**config.mk**
```make
export PLATFORM = sky130hd
export DESIGN_NAME = rtp_header_parser
export DESIGN_NICKNAME = d
export VERILOG_FILES = /design/src/hdl/rtphp_pkg.sv /design/src/hdl/rtp_header_parser.sv
export SDC_FILE = /design/constraint.sdc
export NUM_CORES = 1
export LEC_CHECK = 0
export ABC_AREA = 1
export BUFFER_PORTS_ARGS = -buffer_cell sky130_fd_sc_hd__buf_2
export CORE_ASPECT_RATIO = 0.9
export CORE_MARGIN = 2
export CORE_UTILIZATION = 55
export DETAILED_ROUTE_END_ITERATION = 12
export PLACE_DENSITY = 0.82
export SLEW_MARGIN = 20
export SYNTH_ARGS = -nofsm -noshare
export SYNTH_HDL_FRONTEND = slang
export SYNTH_SLANG_ARGS = --single-unit
```
**constraint.sdc**
```tcl
create_clock -name clk -period 9.3 [get_ports clk]
set_clock_uncertainty 0.05 [all_clocks]
set_input_delay 1.86 -clock clk [delete_from_list [all_inputs] [get_ports clk]]
set_output_delay 1.86 -clock clk [all_outputs]
set_load 0.02 [all_outputs]
```
**src/hdl/rtphp_pkg.sv**
```systemverilog
package rtphp_pkg;

  // Fixed RTP header size in bytes.
  localparam int HEADER_BYTES = 12;

  // Version value that marks a valid RTP or RTCP packet.
  localparam logic [1:0] RTP_VERSION = 2'd2;

  // Payload types from RTCP_PT_LO up to, not including, RTCP_PT_HI are RTCP.
  localparam logic [6:0] RTCP_PT_LO = 7'd64;
  localparam logic [6:0] RTCP_PT_HI = 7'd96;

  // Packet class codes.
  localparam logic [1:0] CLASS_NONE = 2'd0;
  localparam logic [1:0] CLASS_RTP  = 2'd1;
  localparam logic [1:0] CLASS_RTCP = 2'd2;

  // Widths of the offset arithmetic: header end and offset with extension.
  localparam int HDR_END_W = 7;
  localparam int EXT_OFF_W = 19;

endpackage

```
**src/hdl/rtp_header_parser.sv**
```systemverilog
// RTP header parser. A packet enters on the slave stream one byte per word,
// with s_axis_tlast on its final byte. For each packet one result word leaves
// on the master stream: the captured fixed header fields, the payload offset
// and the payload size in m_axis_tdata, and the packet class in m_axis_tuser.
// Header bytes that never arrived read as zero; bytes beyond MAX_PACKET_BYTES
// are dropped except for their last flag.
// The snapshot register loads at the edge that accepts the last byte and the
// result register loads from the snapshot when the output stage can take it.
// Throughput: one byte per cycle while s_axis_tready is high, set by the byte
// counter and capture logic; a new packet may start in the cycle after the
// previous last byte when the snapshot can advance.
// Reset clears the byte counter, the captured header and both valid flags.
// When the receiver stalls, the result word holds, the snapshot stage fills,
// and s_axis_tready drops only while both stages are occupied; bytes already
// counted are kept and nothing is lost.
module rtp_header_parser #(
  parameter int MAX_PACKET_BYTES = 2048
) (
  input  logic         clk,
  input  logic         rst,
  input  logic         s_axis_tvalid,
  output logic         s_axis_tready,
  input  logic [7:0]   s_axis_tdata,   // data_byte [7:0]
  input  logic         s_axis_tlast,   // last_byte
  output logic         m_axis_tvalid,
  input  logic         m_axis_tready,
  // version [1:0], padding_flag [2], extension_flag [3], csrc_total [7:4],
  // marker_flag [8], payload_kind [15:9], seq_number [31:16],
  // media_time [63:32], source_id [95:64], payload_start [107:96],
  // payload_length [119:108]
  output logic [119:0] m_axis_tdata,
  output logic [1:0]   m_axis_tuser    // packet_class [1:0]
);
  import rtphp_pkg::*;

  localparam int CW = $clog2(MAX_PACKET_BYTES + 1);
  localparam int PW = (CW > 8) ? CW : 8;
  localparam int OW = ((CW > EXT_OFF_W) ? CW : EXT_OFF_W) + 1;

  // Packet assembly state.
  logic [CW-1:0] byte_count, byte_count_next, count_inc;
  logic [95:0]   hdr, hdr_next;
  logic [15:0]   ext_words, ext_words_next;

  // Snapshot of a finished packet.
  logic          snap_valid;
  logic [CW-1:0] snap_len;
  logic [95:0]   snap_hdr;
  logic [15:0]   snap_ext;

  logic in_fire, last_fire, out_load, snap_adv;
  logic room;
  logic [PW-1:0] pos_w, hdr_end_w;
  logic [HDR_END_W-1:0] hdr_end;

  // Handshake between the stages.
  assign out_load      = !m_axis_tvalid || m_axis_tready;
  assign snap_adv      = snap_valid && out_load;
  assign s_axis_tready = !snap_valid || snap_adv;
  assign in_fire       = s_axis_tvalid && s_axis_tready;
  assign last_fire     = in_fire && s_axis_tlast;

  // Byte position and the end of the CSRC list.
  assign room      = byte_count < CW'(MAX_PACKET_BYTES);
  assign count_inc = room ? byte_count + CW'(1) : byte_count;
  assign hdr_end   = HDR_END_W'(HEADER_BYTES) + {1'b0, hdr[91:88], 2'b00};
  assign pos_w     = PW'(byte_count);
  assign hdr_end_w = PW'(hdr_end);

  // Capture of header bytes and the extension length word.
  always_comb begin
    hdr_next       = hdr;
    ext_words_next = ext_words;
    if (in_fire && room) begin
      for (int k = 0; k < HEADER_BYTES; k++) begin
        if (pos_w == PW'(k)) begin
          hdr_next[95 - 8*k -: 8] = s_axis_tdata;
        end
      end
      if (pos_w >= PW'(HEADER_BYTES)) begin
        if (pos_w == hdr_end_w + PW'(2)) begin
          ext_words_next[15:8] = s_axis_tdata;
        end else if (pos_w == hdr_end_w + PW'(3)) begin
          ext_words_next[7:0] = s_axis_tdata;
        end
      end
    end
  end

  always_comb begin
    byte_count_next = byte_count;
    if (last_fire) begin
      byte_count_next = '0;
    end else if (in_fire) begin
      byte_count_next = count_inc;
    end
  end

  // Assembly registers clear after each packet.
  always_ff @(posedge clk) begin
    if (rst || last_fire) begin
      byte_count <= '0;
      hdr        <= '0;
      ext_words  <= '0;
    end else begin
      byte_count <= byte_count_next;
      hdr        <= hdr_next;
      ext_words  <= ext_words_next;
    end
  end

  // Snapshot stage.
  always_ff @(posedge clk) begin
    if (rst) begin
      snap_valid <= 1'b0;
    end else if (last_fire) begin
      snap_valid <= 1'b1;
    end else if (snap_adv) begin
      snap_valid <= 1'b0;
    end
  end

  always_ff @(posedge clk) begin
    if (last_fire) begin
      snap_len <= in_fire ? count_inc : byte_count;
      snap_hdr <= hdr_next;
      snap_ext <= ext_words_next;
    end
  end

  // Classification and payload offset from the snapshot.
  logic [7:0]           b0, b1;
  logic [6:0]           pt;
  logic [1:0]           cls;
  logic [OW-1:0]        len_w, base_off, ext_off, off_sel, offset, plen;

  assign b0 = snap_hdr[95:88];
  assign b1 = snap_hdr[87:80];
  assign pt = b1[6:0];

  always_comb begin
    priority if (snap_len < CW'(HEADER_BYTES) || b0[7:6] != RTP_VERSION) begin
      cls = CLASS_NONE;
    end else if (pt >= RTCP_PT_LO && pt < RTCP_PT_HI) begin
      cls = CLASS_RTCP;
    end else begin
      cls = CLASS_RTP;
    end
  end

  assign len_w    = OW'(snap_len);
  assign base_off = OW'(HEADER_BYTES) + OW'({b0[3:0], 2'b00});
  assign ext_off  = base_off + OW'(4) + OW'({snap_ext, 2'b00});
  assign off_sel  = (b0[4] && len_w > base_off + OW'(4)) ? ext_off : base_off;
  assign offset   = (off_sel > len_w) ? len_w : off_sel;
  assign plen     = len_w - offset;

  // Result register.
  always_ff @(posedge clk) begin
    if (rst) begin
      m_axis_tvalid <= 1'b0;
    end else if (out_load) begin
      m_axis_tvalid <= snap_valid;
    end
  end

  always_ff @(posedge clk) begin
    if (snap_adv) begin
      m_axis_tuser <= cls;
      m_axis_tdata <= {plen[11:0], offset[11:0], snap_hdr[31:0], snap_hdr[63:32],
                       snap_hdr[79:64], pt, b1[7], b0[3:0], b0[4], b0[5], b0[7:6]};
    end
  end

  // The byte counter never passes the packet size limit.
  assert property (@(posedge clk) disable iff (rst)
    byte_count <= CW'(MAX_PACKET_BYTES))
    else $error("byte counter beyond limit");

  // A last byte leaves a cleared counter and a full snapshot stage.
  assert property (@(posedge clk) disable iff (rst)
    last_fire |=> byte_count == '0 && snap_valid && hdr == '0)
    else $error("packet close did not clear state");

  // A snapshot that cannot advance is kept.
  assert property (@(posedge clk) disable iff (rst)
    snap_valid && !snap_adv |=> snap_valid && $stable(snap_hdr))
    else $error("stalled snapshot lost");

  // RTP and RTCP results always carry version two.
  assert property (@(posedge clk) disable iff (rst)
    m_axis_tvalid && m_axis_tuser != CLASS_NONE |-> m_axis_tdata[1:0] == RTP_VERSION)
    else $error("classified packet with wrong version");

endmodule
```
==> results of run 1 <==
[Yosys cell counts, types with 3 or more instances]
cell type and count:
nor4_1 3, a21oi_1 27, ha_1 38, nor2_1 153
nand2_1 240, o21ai_0 48, nor3_1 11, o21ai_1 73
nand4_2 3, dfxtp_1 126, xnor2_1 9, nand3_2 8
edfxtp_1 246, buf_4 7, nand3_1 29, a21boi_1 3
nor2_4 17, inv_2 17, inv_1 214, nor2_2 3
o21ai_2 5, buf_2 6, nand4_1 3, xor2_1 18
nand2_2 16, clkbuf_1 22
[final timing paths]
kind | slack, ns | depth (start not counted) | end
hold reg to reg | 0.36 | 0 | m_axis_tdata[53]
setup reg to reg | 2.62 | 40 | m_axis_tdata[119]
setup / recovery | 2.62 | 40 | m_axis_tdata[119]
hold / removal | 0.36 | 0 | m_axis_tdata[53]
[cell type report]
type                    instances  area share, %
flip-flops and latches        372           57.9
multi-input cells             733           23.0
clock buffers                  47           5.87
inverters                     231           5.07
repair buffers                142           4.24
well taps                     354           2.59
clock inverters                20           1.29
[registers in the layout, indices dropped and copies added, names as in the netlist]
| signal | count |
|---|---|
| m_axis_tdata | 120 |
| snap_len | 12 |
| byte_count | 12 |
| m_axis_tvalid | 1 |
| snap_ext | 16 |
| ext_words | 16 |
| hdr | 96 |
| snap_valid | 1 |
| snap_hdr | 96 |
| m_axis_tuser | 2 |
[stage by stage]
stage / cells / instance area [µm²] / hold slack [ns] / power (mW) / worst slack, ns
after floorplan: 1374 / 14900 / 0.350 / 2.07 / 0.845
after global placement: 1832 / 15900 / 0.351 / 2.12 / 2.92
after detailed placement: 1832 / 15900 / 0.355 / 2.13 / 2.69
after CTS: 1899 / 17100 / 0.362 / 3.61 / 2.66
after global routing: 1899 / 17100 / 0.366 / 3.71 / 1.83
final: 1899 / 17100 / 0.361 / 3.59 / 2.62
[power by group]
group / switching, mW / internal (mW) / leakage (nW)
registers: 0.0206 / 1.81 / 3.34
clock network: 0.608 / 0.882 / 0.607
logic: 0.185 / 0.0784 / 3.72
[per-layer routing]
layer  global-route usage, %  wire (µm)  vias to the layer above
met5                       0          0                        -
met4                    5.66        654                        0
met3                    3.43       1790                       50
li1                        -          -                     4729
met1                    28.7      12900                     4426
met2                    35.0      14100                      262
[placed cells by master, fill, tap and decap left out, types with 3 or more instances in the layout]
cell         n
edfxtp_1   246
clkbuf_16   38
ha_1        38
o21ai_0     48
nand4_1      3
nand2_1    240
clkbuf_1     7
a21oi_1     26
clkinv_1     5
o21ai_1     72
nand3_1     29
o21ai_2      5
nor4_1       3
a21boi_1     3
inv_1      214
xor2_1      18
nor2_1     152
nor3_1      11
conb_1       3
bufinv_16    4
nand3_2      8
nor2_4      18
buf_2      136
inv_2       17
dfxtp_1    126
nand4_2      3
clkinv_2     9
nor2_2       3
buf_4        6
xnor2_1      9
nand2_2     16
[cells by family after synthesis]
| logic type | Yosys count | share of synthesized area, % |
|---|---|---|
| other cells | 2 | 0.0504 |
| mux | 1 | 0.0672 |
| compound gates | 165 | 5.91 |
| fa+ha+maj | 39 | 3.33 |
| xor+xnor | 27 | 1.59 |
| simple gates | 498 | 15.3 |
| flops | 372 | 66.6 |
| buf+inv | 269 | 7.19 |
[worst max-delay path: cells and delay by family, from the launching register on]
| kind | cells | cell delay, ns |
|---|---|---|
| flip-flops | 1 | 0.48 |
| adder cells (fa/ha/maj) | 4 | 1.21 |
| AO/OA/AOI/OAI | 6 | 0.97 |
| AND/OR/NAND/NOR | 21 | 2.61 |
| XOR/XNOR | 3 | 0.42 |
| buffers and inverters | 6 | 0.66 |
==> summary.md, run 1 <==
| Metric | Value |
|---|---|
| Placed wire-length estimate | 19.5 mm |
| Hold buffers post-CTS | 0 |
| Die Span X | 177 µm |
| Warnings, synthesis | 0 |
| Post-synth EDFFs | 246 |
| Post-synthesis sequential area ratio | 66.6% |
| Core utilization of the finished layout | a little under two thirds |
| Floorplan core area | 0.0268 mm² |
| Remaining number of nets flagged by the antenna check after routing | 0 |
| Final sum of negative setup slack | 0 ns |
| Number of max-cap violations | 0 |
| Clock sink total | 372 |
| Worst voltage drop across the vdd grid | 0.182 mV |
| Detailed Route Iter0 Violations | 631 |
| GRT Util Overall | 21.0% |
| Number of buffers created by CTS | 37 |
| Overall die area | 0.0284 mm² |
| Buffer depth of the longest clock path | 3 |
| Overflow left after global routing | 0 |
| Kind of end point of the critical path | flip-flop |
| Maximum number of pins on one net before global-route repair | 75 |
| Post-CTS Resized | 0 |
| Type of element launching the critical path | flip-flop |
| Synth area leader | edfxtp_1 |
| Post-route DRC | 0 |
| Clock latency reported for the late side of the worst-skew pair | 0.53 ns |
| Critical-path maximum fanout | 20 |
| Synthesized netlist cell count | 1373 |
| Initial antenna violation count | 0 |
| Period Utilization, post-route | 71.9% |
| Power Density | 210 mW/mm² |
| Multi-input gate area in the final layout | between 0.003 and 0.004 mm² |
| DRT Wirelength | slightly below 30 mm |
| Path type of the worst setup path | reg -> reg |
| Routability congestion estimate | approximately 0.87 |
| Final Max Tran Viols | 0 |
| RSZ-0062 raised after global routing | no |
| Number of library cell types mapped by synthesis | 48 |
| Setup Fix Bufs, Post-CTS | 0 |
| Initial Utilization | a little under three fifths |
| I/O pin count | 137 |
| CTS clk-pin slew, worst paths | about 0.060 ns |
| Most frequent CP cell | nand2_1 |
| Number of vias in the routed layout | 9467 |
| Flop and latch count out of synthesis | 372 |
| Leakage power | 7.67 nW |
| # nets final | between 1500 and 2000 |
| Sequential standard cell area | 0.00991 mm² |
| Mean instance size in the synthesized netlist | 10.8 µm² |
| Number of port buffers | 136 |
| H-tree level count | 2 |
| Standard cell with the maximum stage delay on the critical path | edfxtp_1 |
| Clock tree from TritonCTS | yes |
| Count of filler cells inserted in the layout | 2068 |
| Proportion of layout cells with a drive suffix above 1 | 18.0% |
| Stage delay of the slowest cell on the critical path | 0.48 ns |
| Slew at the pin closest to its max-slew limit | ~0.96 ns |
| Final count of hold timing violations | 0 |
| Maximum operating frequency | 0.150 GHz |
| Remaining max-slew budget at the tightest pin | roughly 36% |
| Worst hold-check path type | reg -> reg |
| Prevailing post-synth register cell | edfxtp_1 |
| Via count of the first global-routing pass | 9209 |
| Hold path startpoint | snap_hdr[53] |
| Setup violation total in the final timing report | 0 |
| Cell types with the largest area share after synthesis | edfxtp_1 (50%), dfxtp_1 (17%), nand2_1 (6.1%) |
| Start point of the critical path | snap_hdr[88] |
| Netlist area before placement | 0.0149 mm² |
| Wire length of the first global-routing pass | roughly 47 mm |
| RR Startpoint | snap_hdr[88] |
| Vert. Die Dim | around 160 µm |
| Average detailed-routed wire length per instance | 15.5 µm |
| Number of cell rows | 57 |
| Synth async-reset ratio | 0% |
| Root buf cell | clkbuf_16 |
| Area share of the leading cell type in the synthesized netlist | 49.6% |
| Area Overhead vs Synth | 14.9% |
| Result of the run | complete, no violations |
| Diodes inserted | 0 |
| Crit path time final | between 6 and 7 ns |
| CP required | 9.51 ns |
| Data arrival at the endpoint of the critical path | 6.90 ns |
| Post-detailed-route via-to-cell ratio | around 5 |
| First-pass iteration count of the detailed router | 5 |
No activity file was read; power rests on OpenSTA's default activity.
==> run 2: changes to the inputs <==
Clock period 9.3 ns to 6.9 ns, I/O delays scaled along.
==> run 2 against run 1 <==
Compared with the run above: power is 33% higher; first-iteration DRC count rose by 17%; sequential power grew 35%; sequential cell count is the same; via count increased by 1.1%; register-to-register slack got worse by 1.8 ns; hold slack worse by 0.00074 ns; fmax is 9.3% higher; sequential share of layout area is 0.089 points lower; clock-buffer cell count increased by 12; non-clock buffer count grew 5; clock power increased by 30%; critical endpoint unchanged.
==> summary.md, run 2 (synthesis results as in run 1) <==
| Metric | Value |
|---|---|
| Result of the run | complete, no violations |
| Power Density | 279 mW/mm² (+33%) |
| Number of cell rows | 57 (unchanged) |
| Slew at the pin closest to its max-slew limit | 1.06 ns (+0.100 ns) |
| Clock latency reported for the late side of the worst-skew pair | 0.53 ns (about the same) |
| Path type of the worst setup path | reg -> reg |
| Overflow left after global routing | 0 (unchanged) |
| Initial antenna violation count | 1 (+1) |
| Overall die area | 0.0284 mm² (unchanged) |
| Post-detailed-route via-to-cell ratio | 5.03 (+0.93%) |
| Met1 Routed Length | 13.4 mm (+3.4%) |
| GRT Util Overall | 21.1% (+0.054 points) |
| Worst hold-check path type | reg -> reg |
| Maximum number of pins on one net before global-route repair | 80 (+6.7%) |
| Crit path time final | 6.12 ns (-0.567 ns) |
| Critical-path maximum fanout | 8 (-60%) |
| Number of buffer and inverter stages on the critical path | 9 (+3) |
| Routability congestion estimate | 0.874 (+0.95%) |
| Sequential standard cell area | 0.00991 mm² (unchanged) |
| Most frequent CP cell | nand2_1 |
| Period Utilization, post-route | 88.7% (+17 points) |
| Start point of the critical path | snap_hdr[88] |
| Clock sink total | 372 (unchanged) |
| Largest register by flop count | m_axis_tdata |
| RSZ-0062 raised after global routing | no |
| Count of filler cells inserted in the layout | 2062 (-0.29%) |
| Family with the most delay on the worst path | simple AND/OR/NAND/NOR gates |
| Data arrival at the endpoint of the critical path | 6.34 ns (-0.56 ns) |
| Stage delay of the slowest cell on the critical path | 0.50 ns (+0.02 ns) |
| Max reg flops | 120 (unchanged) |
| # nets final | 1574 (+0.32%) |
| Placed wire-length estimate | 19.8 mm (+1.5%) |
| Type of element launching the critical path | flip-flop |
| Commonest non-fill, non-tap cell in the layout | edfxtp_1 |
| H-tree level count | 2 (unchanged) |
| Setup violation total in the final timing report | 0 (unchanged) |
| Number of vias in the routed layout | 9575 (+1.1%) |
| Setup Fix Bufs, Post-CTS | 0 (unchanged) |
| Floorplan core area | 0.0268 mm² (unchanged) |
| CTS clk-pin slew, worst paths | 0.06 ns (about the same) |
| CP required | 7.12 ns (-2.39 ns) |
| Non-filler instance count after layout | 1903 (+0.21%) |
| Commonest cells after routing, fill and taps aside | edfxtp_1 (246), nand2_1 (240), inv_1 (214) |
| Via count of the first global-routing pass | 9207 (-0.022%) |
| Vert. Die Dim | 160 µm (unchanged) |
| Amount of wire on met3 after detailed routing | 1.61 mm (-10%) |
| Wire length of the first global-routing pass | 46.9 mm (+0.40%) |
| Worst voltage drop across the vdd grid | 0.231 mV (+27%) |
| Proportion of layout cells with a drive suffix above 1 | 18.1% (+0.083 points) |
| First-pass iteration count of the detailed router | 5 (unchanged) |
| DRT Wirelength | 30.0 mm (+1.8%) |
| Final Max Tran Viols | 0 (unchanged) |
| Remaining max-slew budget at the tightest pin | 29.2% (-6.7 points) |
| Number of port buffers | 136 (unchanged) |
| Diodes inserted | 0 (unchanged) |
| Average detailed-routed wire length per instance | 15.7 µm (+1.6%) |
| Final sum of negative setup slack | 0 ns (unchanged) |
| Multi-input gate area in the final layout | 0.00394 mm² (unchanged) |
| Kind of end point of the critical path | flip-flop |
| Top routing layer in use | met5 |
| Root buf cell | clkbuf_16 |
| Placed cell count | 1833 (+0.055%) |
| Maximum operating frequency | 0.163 GHz (+9.3%) |
| Area Overhead vs Synth | 15.1% |
| Final count of hold timing violations | 0 (unchanged) |
| Die Span X | 177 µm (unchanged) |
| Initial Utilization | 55.5% (unchanged) |
| I/O pin count | 137 (unchanged) |
| Clock tree from TritonCTS | yes |
| Hold path startpoint | snap_hdr[34] |
| Remaining number of nets flagged by the antenna check after routing | 0 (unchanged) |
| Hold buffers post-CTS | 0 (unchanged) |
| RR Startpoint | snap_hdr[88] |
| Number of buffers created by CTS | 37 (unchanged) |
| Detailed Route Iter0 Violations | 741 (+17%) |
| Leakage power | 7.68 nW (+0.14%) |
| Leading registers by flop count | m_axis_tdata x120, hdr x96, snap_hdr x96 |
| Post-route DRC | 0 (unchanged) |
| Post-CTS Resized | 0 (unchanged) |
| Number of max-cap violations | 0 (unchanged) |
| Met2 layer wire length in the routed design | 14.2 mm (+0.83%) |
| Standard cell with the maximum stage delay on the critical path | edfxtp_1 |
| Buffer depth of the longest clock path | 3 (unchanged) |
==> run 2: cell count changes in the layout (fill, tap and decap cells not counted) <==
cell	before	now
buf_16	0	1
buf_4	6	10
bufinv_16	4	0
clkbuf_1	7	13
clkbuf_16	38	40
clkbuf_8	2	6
clkinv_1	5	1
clkinv_2	9	3
inv_4	0	1
==> run 2: power by group <==
group          leakage (nW)  switching, mW  internal, mW
combinational          3.75          0.251         0.109
clock                 0.586          0.810          1.13
sequential             3.34         0.0287          2.44
==> run 2: area by class of cell <==
class | instances | share of cell area (%)
Inverter | 231 | 5.06
Tap cell | 354 | 2.58
Sequential cell | 372 | 57.8
Clock buffer | 59 | 6.61
Multi-Input combinational cell | 733 | 23.0
Clock inverter | 7 | 0.358
Timing Repair Buffer | 147 | 4.57
==> run 2: worst paths after layout <==
path,to,slack (ns),depth (start not counted)
min,m_axis_tdata[34],0.36,0
max reg2reg,m_axis_tdata[119],0.78,42
max,m_axis_tdata[119],0.78,42
min reg2reg,m_axis_tdata[34],0.36,0
==> run 2: layer usage <==
metal | vias to the layer above | track usage (%)
met3 | 54 | 3.40
met5 | - | 0
li1 | 4747 | -
met1 | 4490 | 28.9
met2 | 282 | 34.5
met4 | 2 | 6.71
==> run 2: stage by stage <==
stage / hold slack [ns] / area [µm²] / setup slack, ns / utilization, % / power (mW)
2_1_floorplan: 0.350 / 14900 / 1.42 / - / 2.78
3_3_place_gp: 0.351 / 15900 / 0.992 / 59.3 / 2.86
4_1_cts: 0.367 / 17100 / 0.759 / 63.7 / 4.80
5_1_grt: 0.372 / 17100 / 0.0878 / 63.9 / 4.95
6_report: 0.360 / 17100 / 0.783 / 63.9 / 4.78
3_5_place_dp: 0.355 / 15900 / 0.769 / 59.3 / 2.87
==> run 3: changes to the inputs <==
Settings changed: ABC_AREA 1 to unset, SKIP_CTS_REPAIR_TIMING set to 1.
==> run 3 against run 2 <==
Compared with the run above: fmax decreased by 6.6%; power increased by 1.7%; critical path type unchanged; non-clock buffer count increased by 7; sequential share of layout area increased by 0.84 points; largest cell class unchanged; final area decreased by 1.4%; first-iteration DRC count decreased by 14%; worst setup slack got worse by 0.43 ns.
==> summary.md, run 3 <==
| Metric | Value |
|---|---|
| Number of cell rows | 56 (-1.8%) |
| Synth area leader | edfxtp_1 |
| Sequential standard cell area | 0.00991 mm² (unchanged) |
| Final sum of negative setup slack | 0 ns (unchanged) |
| CP required | 7.11 ns (about the same) |
| Critical-path maximum fanout | 11 (+3) |
| Number of buffers created by CTS | 37 (unchanged) |
| Floorplan core area | 0.0259 mm² (-3.3%) |
| Library cell with the highest instance count after synthesis | edfxtp_1 |
| Area Overhead vs Synth | 17.2% |
| Post-detailed-route via-to-cell ratio | 5.38 (+6.9%) |
| Final Max Tran Viols | 0 (unchanged) |
| Area share of the leading cell type in the synthesized netlist | 51.2% (+1.6 points) |
| Maximum number of pins on one net before global-route repair | 96 (+20%) |
| Clock latency reported for the late side of the worst-skew pair | 0.53 ns (about the same) |
| Placement Setup Slack | -0.450 ns (-1.22 ns) |
| Commonest non-fill, non-tap cell in the layout | edfxtp_1 |
| Switching power as a share of total power | 22.7% (-0.085 points) |
| Power Density | 288 mW/mm² (+3.2%) |
| CTS clk-pin slew, worst paths | 0.06 ns (about the same) |
| First-pass iteration count of the detailed router | 5 (unchanged) |
| Vert. Die Dim | 158 µm (-1.5%) |
| Number of library cell types mapped by synthesis | 60 (+25%) |
| Synthesized netlist cell count | 989 (-28%) |
| Detailed Route Iter0 Violations | 635 (-14%) |
| Prevailing post-synth register cell | edfxtp_1 |
| Overall die area | 0.0275 mm² (-3.1%) |
| Initial Utilization | 55.6% (+0.098 points) |
| Placed cell count | 1455 (-21%) |
| Crit path time final | 6.55 ns (+0.429 ns) |
| Logic pwr share | 7.9% (+0.4 points) |
| Number of vias in the routed layout | 8205 (-14%) |
| Post-synth EDFFs | 246 (unchanged) |
| Initial antenna violation count | 0 (-1) |
| Leakage power | 6.57 nW (-14%) |
| GRT Util Overall | 20.9% (-0.17 points) |
| I/O pin count | 137 (unchanged) |
| Period Utilization, post-route | 94.9% (+6.2 points) |
| Diodes inserted | 0 (unchanged) |
| H-tree level count | 2 (unchanged) |
| Count of filler cells inserted in the layout | 1839 (-11%) |
| Remaining max-slew budget at the tightest pin | 28.5% (-0.66 points) |
| Max reg flops | 120 (unchanged) |
| Post-route DRC | 0 (unchanged) |
| Synth cell count leaders | edfxtp_1 (246), nor2b_1 (127), dfxtp_1 (126) |
| Via count of the first global-routing pass | 8111 (-12%) |
| Worst voltage drop across the vdd grid | 0.242 mV (+4.8%) |
| Non-filler instance count after layout | 1526 (-20%) |
| Standard cell with the maximum stage delay on the critical path | o311ai_4 |
| Mean instance size in the synthesized netlist | 14.6 µm² (+34%) |
| Routability congestion estimate | 0.821 (-6.1%) |
| Type of element launching the critical path | flip-flop |
| Maximum operating frequency | 0.153 GHz (-6.6%) |
| Placed wire-length estimate | 17.9 mm (-9.6%) |
| Synth async-reset ratio | 0% (unchanged) |
| Most frequent CP cell | ha_1 |
| Worst hold-check path type | reg -> reg |
| Clock sink total | 372 (unchanged) |
| Multi-input gate area in the final layout | 0.00434 mm² (+10%) |
| Cell types with the largest area share after synthesis | edfxtp_1 (51%), dfxtp_1 (17%), mux2_2 (8.7%) |
| Post-synthesis sequential area ratio | 68.7% (+2.2 points) |
| Largest register by flop count | m_axis_tdata |
| Path type of the worst setup path | reg -> reg |
| Data arrival at the endpoint of the critical path | 6.76 ns (+0.42 ns) |
| Die Span X | 175 µm (-1.6%) |
| Net switching power of the design | 1.10 mW (+1.3%) |
| Result of the run | complete, no violations |
| Int Power | 3.75 mW (+1.8%) |
| Buffer depth of the longest clock path | 3 (unchanged) |
| Netlist area before placement | 0.0144 mm² (-3.2%) |
| Commonest cells after routing, fill and taps aside | edfxtp_1 (246), buf_2 (136), nor2b_1 (127) |
| Clock tree from TritonCTS | yes |
| Slew at the pin closest to its max-slew limit | 1.07 ns (+0.00722 ns) |
| Kind of end point of the critical path | flip-flop |
| Final count of hold timing violations | 0 (unchanged) |
| Leading registers by flop count | m_axis_tdata x120, hdr x96, snap_hdr x96 |
| Average detailed-routed wire length per instance | 18.9 µm (+20%) |
| Wire length of the first global-routing pass | 43.9 mm (-6.4%) |
| Final-layout worst hold slack | 0.357 ns (-0.00298 ns) |
| Root buf cell | clkbuf_16 |
| Remaining number of nets flagged by the antenna check after routing | 0 (unchanged) |
| Warnings, synthesis | 0 (unchanged) |
| Stage delay of the slowest cell on the critical path | 0.47 ns (-0.03 ns) |
| Number of port buffers | 136 (unchanged) |
| Clock Power Share | 41.4% (+0.7 points) |
| Number of max-cap violations | 0 (unchanged) |
| DRT Wirelength | 28.8 mm (-3.9%) |
| Final worst setup slack | 0.353 ns (-0.429 ns) |
| Proportion of layout cells with a drive suffix above 1 | 29.8% (+12 points) |
| Setup violation total in the final timing report | 0 (unchanged) |
| # nets final | 1201 (-24%) |
| Flop and latch count out of synthesis | 372 (unchanged) |
| Overflow left after global routing | 0 (unchanged) |
| Power share of the sequential group | 50.6% (-1.2 points) |
## run 3: cell types whose count changed after synthesis, moves of 25 or more
cell	change
nor2b_1	+127
inv_1	-183
o21ai_0	-25
o21ai_1	-73
nor2_1	-123
nand2_1	-212
mux2_2	+112
## run 3: path summary, 6_finish.rpt
path,startpoint,end,slack (ns),depth (start not counted)
worst max-delay path,snap_hdr[89],m_axis_tdata[118],0.35,30
worst min-delay path,snap_hdr[17],m_axis_tdata[81],0.36,0
worst max register to register,snap_hdr[89],m_axis_tdata[118],0.35,30
worst min register to register,snap_hdr[17],m_axis_tdata[81],0.36,0
## run 3: routing by layer
layer / vias up / global-route usage, % / wire length [µm]
li1: 3894 / - / -
met1: 4050 / 27.4 / 12700
met2: 212 / 34.4 / 13700
met3: 49 / 5.21 / 1690
met4: 0 / 7.10 / 687
met5: - / 0 / 0
## run 3: final cells by class
| cell class | instances | share of cell area (%) |
|---|---|---|
| Tap cell | 348 | 2.58 |
| Multi-Input combinational cell | 553 | 25.7 |
| Inverter | 31 | 0.719 |
| Sequential cell | 372 | 58.7 |
| Timing Repair Buffer | 154 | 4.98 |
| Clock inverter | 17 | 1.24 |
| Clock buffer | 51 | 6.10 |
## run 3: power by group through the flow
| stage | combinational (mW) | clock [mW] | sequential, mW |
|---|---|---|---|
| after detailed placement | 0.366 | 0 | 2.51 |
| after global placement | 0.362 | 0 | 2.51 |
| after global routing | 0.421 | 2.13 | 2.47 |
| after CTS | 0.370 | 2.05 | 2.46 |
| after floorplan | 0.221 | 0 | 2.54 |
| final | 0.385 | 2.01 | 2.46 |
## run 3: per-stage QoR
stage               utilization, %  instance area [µm²]  total power, mW
floorplan                        -                14400             2.76
global placement              60.0                15600             2.87
detailed placement            60.0                15600             2.87
CTS                           64.8                16800             4.88
global route                  65.2                16900             5.02
finish                        65.2                16900             4.86
## run 3: cells by family (layout without fill, tap and decap cells)
group                    after synthesis  after routing  synth area share [%]
flip-flops                           372            372                  68.7
buffers and inverters                 65            253                  1.71
AO/OA/AOI/OAI                         94             94                  4.11
adder cells (fa/ha/maj)               39             39                  3.44
AND/OR/NAND/NOR                      265            265                  10.7
XOR/XNOR                              34             34                  2.07
multiplexers                         118            118                  9.17
other                                  2              3                0.0521
## run 3: worst max-delay path: cells and delay by family, from the launching register on
kind            cells  cell delay, ns
compound gates     14            2.56
buf+inv             5            0.68
fa+ha+maj           4            1.03
mux                 1            0.23
simple gates        5            1.11
flops               1            0.41
xor+xnor            1            0.22
